$ cat src/hdl/xbr_pkg.sv
// Shared constants and types of the XMODEM block receiver.
`default_nettype none

package xbr_pkg;

   localparam int unsigned PAYLOAD_BYTES = 128;
   localparam int unsigned COUNT_W = 8;
   localparam int unsigned INDEX_W = 7;

   localparam logic [COUNT_W-1:0] NUMBER_POS = COUNT_W'(0);
   localparam logic [COUNT_W-1:0] COMPLEMENT_POS = COUNT_W'(1);
   localparam logic [COUNT_W-1:0] CHECKSUM_POS = COUNT_W'(PAYLOAD_BYTES + 2);

   localparam logic [7:0] SOH_CODE = 8'h01;
   localparam logic [7:0] EOT_CODE = 8'h04;
   localparam logic [7:0] CAN_CODE = 8'h18;
   localparam logic [8:0] COMPLEMENT_SUM = 9'h0ff;

   localparam logic FUNC_BYTE = 1'b0;
   localparam logic FUNC_TIMEOUT = 1'b1;

   typedef enum logic [2:0] {
      ST_BUSY      = 3'd0,
      ST_OK        = 3'd1,
      ST_DUP       = 3'd2,
      ST_RETRY     = 3'd3,
      ST_FINISHED  = 3'd4,
      ST_CANCELLED = 3'd5,
      ST_FAILED    = 3'd6
   } status_type;

   typedef struct packed {
      status_type         status;
      logic               data_valid;
      logic [7:0]         data_byte;
      logic [INDEX_W-1:0] data_index;
      logic               send_ack;
      logic [7:0]         block_number;
   } result_type;

endpackage

`default_nettype wire

$ cat src/hdl/xmodem_block_receiver.sv
// Top level of the XMODEM checksum block receiver with its stream registers.
`default_nettype none

// Takes one received byte or timeout event per item and returns exactly one
// result item for each. An item is held in an input register, and once the
// result register is free or being emptied, the verdict logic writes its result
// into the result register. A new item can be accepted every cycle as long as
// results are taken. When a result waits, at most one more item can be held in
// the input register. The configuration write loads the last accepted block
// number. It is held off while an item waits in the input register, and it
// should only be issued while no items are in flight.
module xmodem_block_receiver (
   input  wire logic        clock,
   input  wire logic        reset,
   input  wire logic        req_tvalid,
   output logic             req_tready,
   input  wire logic [7:0]  req_tdata,  // rx_byte[7:0]
   input  wire logic        req_tuser,  // func[0]
   output logic             rsp_tvalid,
   input  wire logic        rsp_tready,
   // status[2:0], data_byte[10:3], data_index[17:11], send_ack[18],
   // block_number[26:19], zero fill [31:27]
   output logic [31:0]      rsp_tdata,
   output logic             rsp_tuser,  // data_valid[0]
   input  wire logic        csr_valid,
   output logic             csr_ready,
   input  wire logic [7:0]  csr_data
);

   logic                 in_valid_ff;
   logic                 in_func_ff;
   logic [7:0]           in_byte_ff;
   logic                 out_valid_ff;
   xbr_pkg::result_type  out_ff;
   xbr_pkg::result_type  step_result;
   logic                 advance;

   assign advance = in_valid_ff && (!out_valid_ff || rsp_tready);
   assign req_tready = !in_valid_ff || advance;
   assign csr_ready = !in_valid_ff;

   xbr_core u_core (
      .clock    (clock),
      .reset    (reset),
      .step_en  (advance),
      .func     (in_func_ff),
      .rx_byte  (in_byte_ff),
      .cfg_we   (csr_valid && csr_ready),
      .cfg_data (csr_data),
      .result   (step_result)
   );

   always_ff @(posedge clock) begin
      if (reset) begin
         in_valid_ff <= 1'b0;
         out_valid_ff <= 1'b0;
      end else begin
         if (req_tready) begin
            in_valid_ff <= req_tvalid;
         end
         if (advance) begin
            out_valid_ff <= 1'b1;
         end else if (rsp_tready) begin
            out_valid_ff <= 1'b0;
         end
      end
      if (req_tready && req_tvalid) begin
         in_func_ff <= req_tuser;
         in_byte_ff <= req_tdata;
      end
      if (advance) begin
         out_ff <= step_result;
      end
   end

   assign rsp_tvalid = out_valid_ff;
   assign rsp_tuser = out_ff.data_valid;
   assign rsp_tdata = {5'd0, out_ff.block_number, out_ff.send_ack, out_ff.data_index,
                       out_ff.data_byte, out_ff.status};

endmodule

`default_nettype wire

$ cat src/hdl/xbr_core.sv
// Protocol state of the receiver and the per-item verdict logic.
`default_nettype none

module xbr_core (
   input  wire logic                clock,
   input  wire logic                reset,
   input  wire logic                step_en,
   input  wire logic                func,
   input  wire logic [7:0]          rx_byte,
   input  wire logic                cfg_we,
   input  wire logic [7:0]          cfg_data,
   output xbr_pkg::result_type      result
);

   logic                        in_block_ff, in_block_in;
   logic [xbr_pkg::COUNT_W-1:0] byte_count_ff, byte_count_in;
   logic [7:0]                  running_sum_ff, running_sum_in;
   logic [7:0]                  got_number_ff, got_number_in;
   logic [7:0]                  got_complement_ff, got_complement_in;
   logic [7:0]                  last_number_ff, last_number_in;
   logic [xbr_pkg::COUNT_W-1:0] payload_pos;

   assign payload_pos = byte_count_ff - xbr_pkg::COUNT_W'(2);

   always_comb begin
      result = '0;
      result.status = xbr_pkg::ST_BUSY;
      in_block_in = in_block_ff;
      byte_count_in = byte_count_ff;
      running_sum_in = running_sum_ff;
      got_number_in = got_number_ff;
      got_complement_in = got_complement_ff;
      last_number_in = last_number_ff;
      if (!in_block_ff) begin
         priority if (func == xbr_pkg::FUNC_TIMEOUT) begin
            result.status = xbr_pkg::ST_RETRY;
         end else if (rx_byte == xbr_pkg::SOH_CODE) begin
            in_block_in = 1'b1;
            byte_count_in = '0;
            running_sum_in = '0;
         end else if (rx_byte == xbr_pkg::EOT_CODE) begin
            result.status = xbr_pkg::ST_FINISHED;
            result.send_ack = 1'b1;
         end else if (rx_byte == xbr_pkg::CAN_CODE) begin
            result.status = xbr_pkg::ST_CANCELLED;
         end else begin
            result.status = xbr_pkg::ST_RETRY;
         end
      end else if (func == xbr_pkg::FUNC_TIMEOUT) begin
         result.status = xbr_pkg::ST_FAILED;
         in_block_in = 1'b0;
         byte_count_in = '0;
      end else begin
         byte_count_in = byte_count_ff + xbr_pkg::COUNT_W'(1);
         priority if (byte_count_ff == xbr_pkg::NUMBER_POS) begin
            got_number_in = rx_byte;
         end else if (byte_count_ff == xbr_pkg::COMPLEMENT_POS) begin
            got_complement_in = rx_byte;
         end else if (byte_count_ff < xbr_pkg::CHECKSUM_POS) begin
            running_sum_in = running_sum_ff + rx_byte;
            result.data_valid = 1'b1;
            result.data_byte = rx_byte;
            result.data_index = payload_pos[xbr_pkg::INDEX_W-1:0];
         end else begin
            in_block_in = 1'b0;
            byte_count_in = '0;
            priority if ({1'b0, got_number_ff} + {1'b0, got_complement_ff}
                         != xbr_pkg::COMPLEMENT_SUM) begin
               result.status = xbr_pkg::ST_RETRY;
            end else if (got_number_ff == last_number_ff) begin
               result.status = xbr_pkg::ST_DUP;
            end else if (last_number_ff + 8'd1 != got_number_ff) begin
               result.status = xbr_pkg::ST_RETRY;
            end else if (running_sum_ff != rx_byte) begin
               result.status = xbr_pkg::ST_RETRY;
            end else begin
               result.status = xbr_pkg::ST_OK;
               result.block_number = got_number_ff;
               last_number_in = got_number_ff;
            end
         end
      end
   end

   always_ff @(posedge clock) begin
      if (reset) begin
         in_block_ff <= 1'b0;
         byte_count_ff <= '0;
         running_sum_ff <= '0;
         got_number_ff <= '0;
         got_complement_ff <= '0;
         last_number_ff <= '0;
      end else if (cfg_we) begin
         last_number_ff <= cfg_data;
      end else if (step_en) begin
         in_block_ff <= in_block_in;
         byte_count_ff <= byte_count_in;
         running_sum_ff <= running_sum_in;
         got_number_ff <= got_number_in;
         got_complement_ff <= got_complement_in;
         last_number_ff <= last_number_in;
      end
   end

   a_count_range: assert property (@(posedge clock) disable iff (reset)
      byte_count_ff <= xbr_pkg::CHECKSUM_POS)
      else $error("Byte count ran past the checksum position.");

   a_count_idle: assert property (@(posedge clock) disable iff (reset)
      !in_block_ff |-> byte_count_ff == '0)
      else $error("Byte count is not cleared while waiting for a header.");

   a_ok_updates: assert property (@(posedge clock) disable iff (reset)
      step_en && !cfg_we && result.status == xbr_pkg::ST_OK
      |=> last_number_ff == $past(got_number_ff) && !in_block_ff)
      else $error("An accepted block did not update the last block number.");

   a_data_busy: assert property (@(posedge clock) disable iff (reset)
      result.data_valid |-> result.status == xbr_pkg::ST_BUSY && in_block_ff)
      else $error("A payload byte came with a verdict or outside a block.");

endmodule

`default_nettype wire

$ cat config.mk
export PLATFORM = sky130hd
export DESIGN_NAME = xmodem_block_receiver
export DESIGN_NICKNAME = d
export VERILOG_FILES = /design/src/hdl/xbr_pkg.sv /design/src/hdl/xmodem_block_receiver.sv /design/src/hdl/xbr_core.sv
export SDC_FILE = /design/constraint.sdc
export NUM_CORES = 1
export LEC_CHECK = 0
export BUFFER_PORTS_ARGS = -buffer_cell sky130_fd_sc_hd__buf_2
export CORE_MARGIN = 3
export CORE_UTILIZATION = 35
export CTS_CLUSTER_SIZE = 28
export DETAILED_ROUTE_END_ITERATION = 12
export GPL_ROUTABILITY_DRIVEN = 0
export PLACE_DENSITY = 0.59
export RECOVER_POWER = 100
export SLEW_MARGIN = 20
export SYNTH_ARGS = -nofsm -noshare
export SYNTH_HDL_FRONTEND = slang
export SYNTH_SLANG_ARGS = --single-unit
$ cat constraint.sdc
create_clock -name clock -period 6.8 [get_ports clock]
set_input_delay 0 -clock clock [delete_from_list [all_inputs] [get_ports clock]]
set_output_delay 0 -clock clock [all_outputs]
set_load 0.05 [all_outputs]
==> results_dict.tcl, run 1 <==
set metrics [dict create \
    outcome "finished, violations left" \
    violations "capacitance limit, slew limit" \
    worstMarginPinSlew_ns 1.79 \
    hold-worst-slack_ns 0.114 \
    p_per_area_mw_per_mm2 213 \
    yosys_warnings 0 \
    hold_viol 0 \
    yosysMostFrequentCell "nor2_1" \
    synth_top_area_share_pct 25.2 \
    synth-simple-area-share_pct 21.2 \
    dr_total_vias 3367 \
    cts_setup_buffers 0 \
    crit_required_ns 7.02 \
    die_w_um 118 \
    n_antenna_cell 0 \
    reg2reg_depth 10 \
    place_hpwl_um 7460 \
    wl_um 10300 \
    critPathMaxStageDelay_ns 0.79 \
    hold_class "in -> reg" \
    grt_usage_pct 14.9 \
    die_h_um 118 \
    post-route-period-util_pct 50.4 \
    synthXorXnorAreaFrac_pct 6.96 \
    worstPathCellList "ha_1, inv_1, fa_1, nor2_1, nand3_1, nor4_1, and2_0, a41oi_1, or4_1, mux2_1" \
    postRouteAntennaNets 0 \
    viasPerCell 4.95 \
    cp.buffers_inverters 1 \
    path_class "reg -> reg" \
    syn_to_final_growth_pct 15.4 \
    cts-root-buf "clkbuf_16" \
    synth-seq-area-share_pct 44.8 \
    p_leak_uw 0.00196 \
    grt_max_degree 47 \
    cts_buffers 9 \
    placed_area_mm2 0.00479 \
    synth_area_leaders "edfxtp_1 25%, dfxtp_1 20%, ha_1 6.0%" \
    crit_arrival_ns 3.65 \
    dr.pass1.iters 5 \
    clock_latency_ns 0.34 \
    synth_edf_count 37 \
    drive_above_1_share_pct 7.42 \
    synth_largest_area_cell "edfxtp_1" \
    htreeDepth 3 \
    drc 0 \
    critPathTopFamily "simple AND/OR/NAND/NOR gates" \
    holdPathStages 5 \
    reg2reg_from "u_core.got_number_ff[0]" \
    synthCells 450 \
    tns_ns 0 \
    fin_nets 552 \
    io_pins 58 \
    final_util_pct 41.8 \
    overflow 0 \
    cts_buffer_depth 2 \
    ys_top_cells_by_count "66 x nor2_1, 43 x dfxtp_1, 37 x edfxtp_1, 34 x a21oi_1, 27 x and2_1" \
    synth_ff_type "dfxtp_1" \
    synth_seq_cells 80 \
    power_uw 1080 \
    cts.clk_slew.worst_paths_ns 0.06 \
    rsz0062_at_grt "false" \
    critPathMaxFanout 8 \
    syn-cell-area_mm2 0.00441 \
    synth_cell_type_count 55 \
    cap_violations 1 \
    critical_path.endpoint_type "register" \
    holdPathEnd "u_core.last_number_ff[7]" \
    synth_compound_area_share_pct 10.4 \
    reg2reg_slack_ns 3.37 \
    finClkSkew_ns 0.00486 \
    num_rows 40 \
    hold_path_startpoint "csr_data[7]" \
    syn_avg_cell_area_um2 9.79 \
    synthMuxAreaShare_pct 6.36 \
    max_freq_mhz 292 \
    synth_top_family_by_area "simple AND/OR/NAND/NOR gates" \
    grt_pass1_wl_um 16600 \
    drt_iter0_markers 215 \
    slowest_stage "or4_1" \
    peakVddDrop_v 0.000153 \
    die_area_mm2 0.0140 \
    cts_tree "yes" \
    routedWlPerCell_um 15.1 \
    slew_violations 33 \
    antenna_found_initial 0 \
    period_minus_slack_ns 3.43 \
    cts_sinks 80 \
    core_area_mm2 0.0122 \
    regToRegEndpoint "u_core.last_number_ff[4]" \
    grt_pass1_vias 3257 \
    initial_core_util_pct 36.2 \
    io_buffer_count 52 \
    relSlewSlack_pct -19.1 \
    async_reset_ff_share_pct 0 \
    worstSetupStartpointType "register" \
    finalSetupViolCount 0 \
    design_area_mm2 0.00508 \
    synth_adder_area_share_pct 6.87 \
]
[area by class of cell]
cell class / count / area [µm²]
Inverter: 10 / 37.5
Tap cell: 168 / 210
Multi-Input combinational cell: 342 / 2240
Clock inverter: 7 / 62.6
Clock buffer: 9 / 225
Fill cell: 1199 / 7080
Sequential cell: 80 / 1970
Timing Repair Buffer: 64 / 334
[cells in the final DEF (no fill, tap or decap), drive strengths merged, types with 5 or more instances in the layout]
master / netlist / routed
mux2: 8 / 8
ha: 21 / 21
xnor2: 22 / 22
nand2: 21 / 21
clkbuf: 12 / 42
dfxtp: 43 / 43
buf: 10 / 20
a21oi: 34 / 34
dlygate4sd3: 0 / 11
nor2: 67 / 67
inv: 10 / 10
edfxtp: 37 / 37
nand2b: 6 / 6
xor2: 13 / 13
and2: 28 / 28
nand3: 16 / 16
nor3: 6 / 6
nor2b: 7 / 7
o21ai: 11 / 11
conb: 1 / 5
mux2i: 16 / 16
nor4: 7 / 7
a21o: 5 / 5
nand4: 6 / 6
[worst reg2reg max path: stages, from the launching register on]
cell and delay, ns:
dfxtp_1 0.44, ha_1 0.21, inv_1 0.06, fa_1 0.46, nor2_1 0.11, nand3_1 0.08
nor4_1 0.35, and2_0 0.21, a41oi_1 0.20, or4_1 0.79, mux2_1 0.40
[sequential cells by signal (all words and copies together), names as in the netlist, 8 cells and up]
register                  flops
in_byte_ff                    8
u_core.byte_count_ff          8
rsp_tdata                    27
u_core.got_complement_ff      8
u_core.got_number_ff          8
u_core.running_sum_ff         8
u_core.last_number_ff         8
[power by group]
part / total, µW / switching, µW / internal (µW)
combinational: 87.7 / 60.6 / 27.1
clock: 469 / 189 / 280
sequential: 528 / 12.5 / 515
total: 1080 / 262 / 823
[routing by layer]
layer | vias to the layer above | part of all wire, % | global-route usage, %
li1 | 1695 | - | -
met1 | 1581 | 49 | 19.7
met2 | 76 | 46 | 23.6
met3 | 15 | 3.6 | 3.30
met4 | 0 | 2.0 | 5.93
met5 | - | 0 | 0
[cell families (layout without fill, tap and decap cells)]
| kind of cell | count (synthesis) | count (layout) |
|---|---|---|
| AO/OA/AOI/OAI | 71 | 71 |
| AND/OR/NAND/NOR | 184 | 184 |
| buffers and inverters | 32 | 90 |
| flip-flops | 80 | 80 |
| adder cells (fa/ha/maj) | 23 | 23 |
| multiplexers | 24 | 24 |
| other | 1 | 5 |
| XOR/XNOR | 35 | 35 |
[how the worst max path moves through the flow]
stage	from	endpoint	slack, ns	cells past startpoint
after floorplan	rsp_tvalid	u_core.byte_count_ff[5]	3.79	8
after global placement	u_core.got_number_ff[0]	u_core.last_number_ff[6]	3.72	10
after detailed placement	u_core.got_number_ff[0]	u_core.last_number_ff[3]	3.66	10
after CTS	u_core.got_number_ff[0]	u_core.last_number_ff[4]	3.66	10
after global routing	in_valid_ff	u_core.running_sum_ff[5]	3.06	6
final	u_core.got_number_ff[0]	u_core.last_number_ff[4]	3.37	10
[stage by stage]
stage | cells | worst slack, ns
global placement | 653 | 3.72
detailed placement | 653 | 3.66
floorplan | 454 | 3.79
CTS | 680 | 3.66
global route | 680 | 3.06
finish | 680 | 3.37
[timing repair]
item	4_1_cts	5_1_grt
gates resized for setup	0	0
endpoints found under the hold margin	11	0
hold buffers	11	0
Note: power is estimated with default switching activity, not from simulation.
==> inputs of run 2 (changes only) <==
- clock period: 6.8 -> 3.36 ns (I/O delays scaled with it)
==> results_dict.tcl, run 2 (synthesis gave the netlist of run 1 again) <==
set metrics [dict create \
    outcome "complete, no violations" \
    swShare_pct 24.1 \
    period_minus_slack_ns 3.14 \
    htreeDepth 3 \
    slowest_stage "or4_4" \
    cts_sinks 80 \
    cts_resized 0 \
    cts.clk_slew.worst_paths_ns 0.06 \
    drc 0 \
    grt_max_degree 47 \
    worstPathCellList "ha_1, inv_1, fa_1, nor2_1, nand3_1, nor4_2, and2_2, a41oi_4, or4_4, mux2_1" \
    postRouteAntennaNets 0 \
    cts_buffers 9 \
    clock_latency_ns 0.35 \
    pre_cts_slack_ns 0.187 \
    finalSetupViolCount 0 \
    grt_pass1_vias 3129 \
    internal_power_uw 1680 \
    worstSetupStartpointType "register" \
    syn_to_final_growth_pct 17.9 \
    max_freq_mhz 318 \
    relSlewSlack_pct 42.2 \
    hold_class "in -> reg" \
    wl_um 10200 \
    placed_area_mm2 0.00487 \
    die_area_mm2 0.0140 \
    fill_cells 1207 \
    grt_usage_pct 15.0 \
    seq_power_share_pct 48.1 \
    cts_tree "yes" \
    viasPerCell 4.86 \
    overflow 0 \
    fin_ws_ns 0.219 \
    cap_violations 0 \
    core_area_mm2 0.0122 \
    num_rows 40 \
    path_class "reg -> reg" \
    peakVddDrop_v 0.000326 \
    critPathTopFamily "simple AND/OR/NAND/NOR gates" \
    p_per_area_mw_per_mm2 425 \
    final_common_cell "nor2_1" \
    cts_buffer_depth 2 \
    drt_iter0_markers 193 \
    routedWlPerCell_um 14.8 \
    grt_pass1_wl_um 16400 \
    switchingPower_uw 532 \
    crit_arrival_ns 3.37 \
    critPathMaxFanout 8 \
    io_buffer_count 52 \
    crit_required_ns 3.58 \
    cts-root-buf "clkbuf_16" \
    post-route-period-util_pct 93.5 \
    cts_setup_buffers 0 \
    drive_above_1_share_pct 9.75 \
    p_clk_share_pct 43.2 \
    rsz0062_at_grt "false" \
    die_w_um 118 \
    io_pins 58 \
    critPathMaxStageDelay_ns 0.60 \
    initial_core_util_pct 36.2 \
    dr_total_vias 3361 \
    place_hpwl_um 7470 \
    die_h_um 118 \
    dr.pass1.iters 4 \
    power_frac_comb_pct 8.7 \
    largest_register_ffs 27 \
    design_area_mm2 0.00519 \
    worstMarginPinSlew_ns 0.863 \
    fin_nets 563 \
    finClkSkew_ns 0.00691 \
    slew_violations 0 \
    tns_ns 0 \
    n_antenna_cell 0 \
    critical_path.endpoint_type "register" \
    hold_viol 0 \
    power_uw 2210 \
    final_cell_mix "67 x nor2_1, 43 x dfxtp_1, 37 x edfxtp_1" \
    cp.buffers_inverters 1 \
    antenna_found_initial 0 \
    p_leak_uw 0.00203 \
]
-- run 2: cell types whose count changed in the layout (fill, tap and decap cells not counted), sizes merged --
cell,delta
buf,+13
clkinvlp,-2
clkbuf,+1
clkinv,-1
-- run 2: worst min-delay path: stages --
cell and delay (ns):
buf_2 0.07, and2_1 0.12, a21oi_1 0.04, nor2_1 0.07, mux2_1 0.12
-- run 2: path summary, 6_finish.rpt --
path	endpoint	slack, ns	start	cells after the start
max	u_core.last_number_ff[3]	0.22	u_core.got_number_ff[0]	10
min	u_core.last_number_ff[1]	0.11	csr_data[1]	5
max reg2reg	u_core.last_number_ff[3]	0.22	u_core.got_number_ff[0]	10
min reg2reg	u_core.running_sum_ff[3]	0.46	u_core.running_sum_ff[3]	2
-- run 2: layout make-up --
cell class / instances / area [µm²] / area share, %
clock inverters: 4 / 46.3 / 0.891
clock buffers: 12 / 236 / 4.55
multi-input cells: 342 / 2270 / 43.7
flip-flops and latches: 80 / 1970 / 38.0
well taps: 168 / 210 / 4.05
repair buffers: 75 / 422 / 8.12
inverters: 10 / 37.5 / 0.723
-- run 2: what timing repair did --
action,4_1_cts,5_1_grt
setup endpoints to repair,0,8
hold buffers,11,0
hold endpoints to repair,11,0
-- run 2: power groups by stage --
stage	Sequential, µW	Combinational [µW]	Clock [µW]
final	1060	191	954
after global routing	1060	209	1010
after CTS	1060	200	967
after detailed placement	1080	190	0
after global placement	1080	188	0
after floorplan	1120	101	0
-- run 2: layer usage --
metal,vias up,GRT usage (%),share of wire [%]
met1,1562,20.6,48
met3,15,3.97,5.5
met5,-,0,0
li1,1707,-,-
met2,77,22.7,45
met4,0,5.49,1.7
-- run 2: through the flow --
stage	cells	hold WS, ns	util, %
6_report	691	0.114	42.7
5_1_grt	691	0.143	42.7
4_1_cts	691	0.133	43.3
3_5_place_dp	664	0.178	40.1
3_3_place_gp	664	0.178	40.1
2_1_floorplan	454	0.0989	-
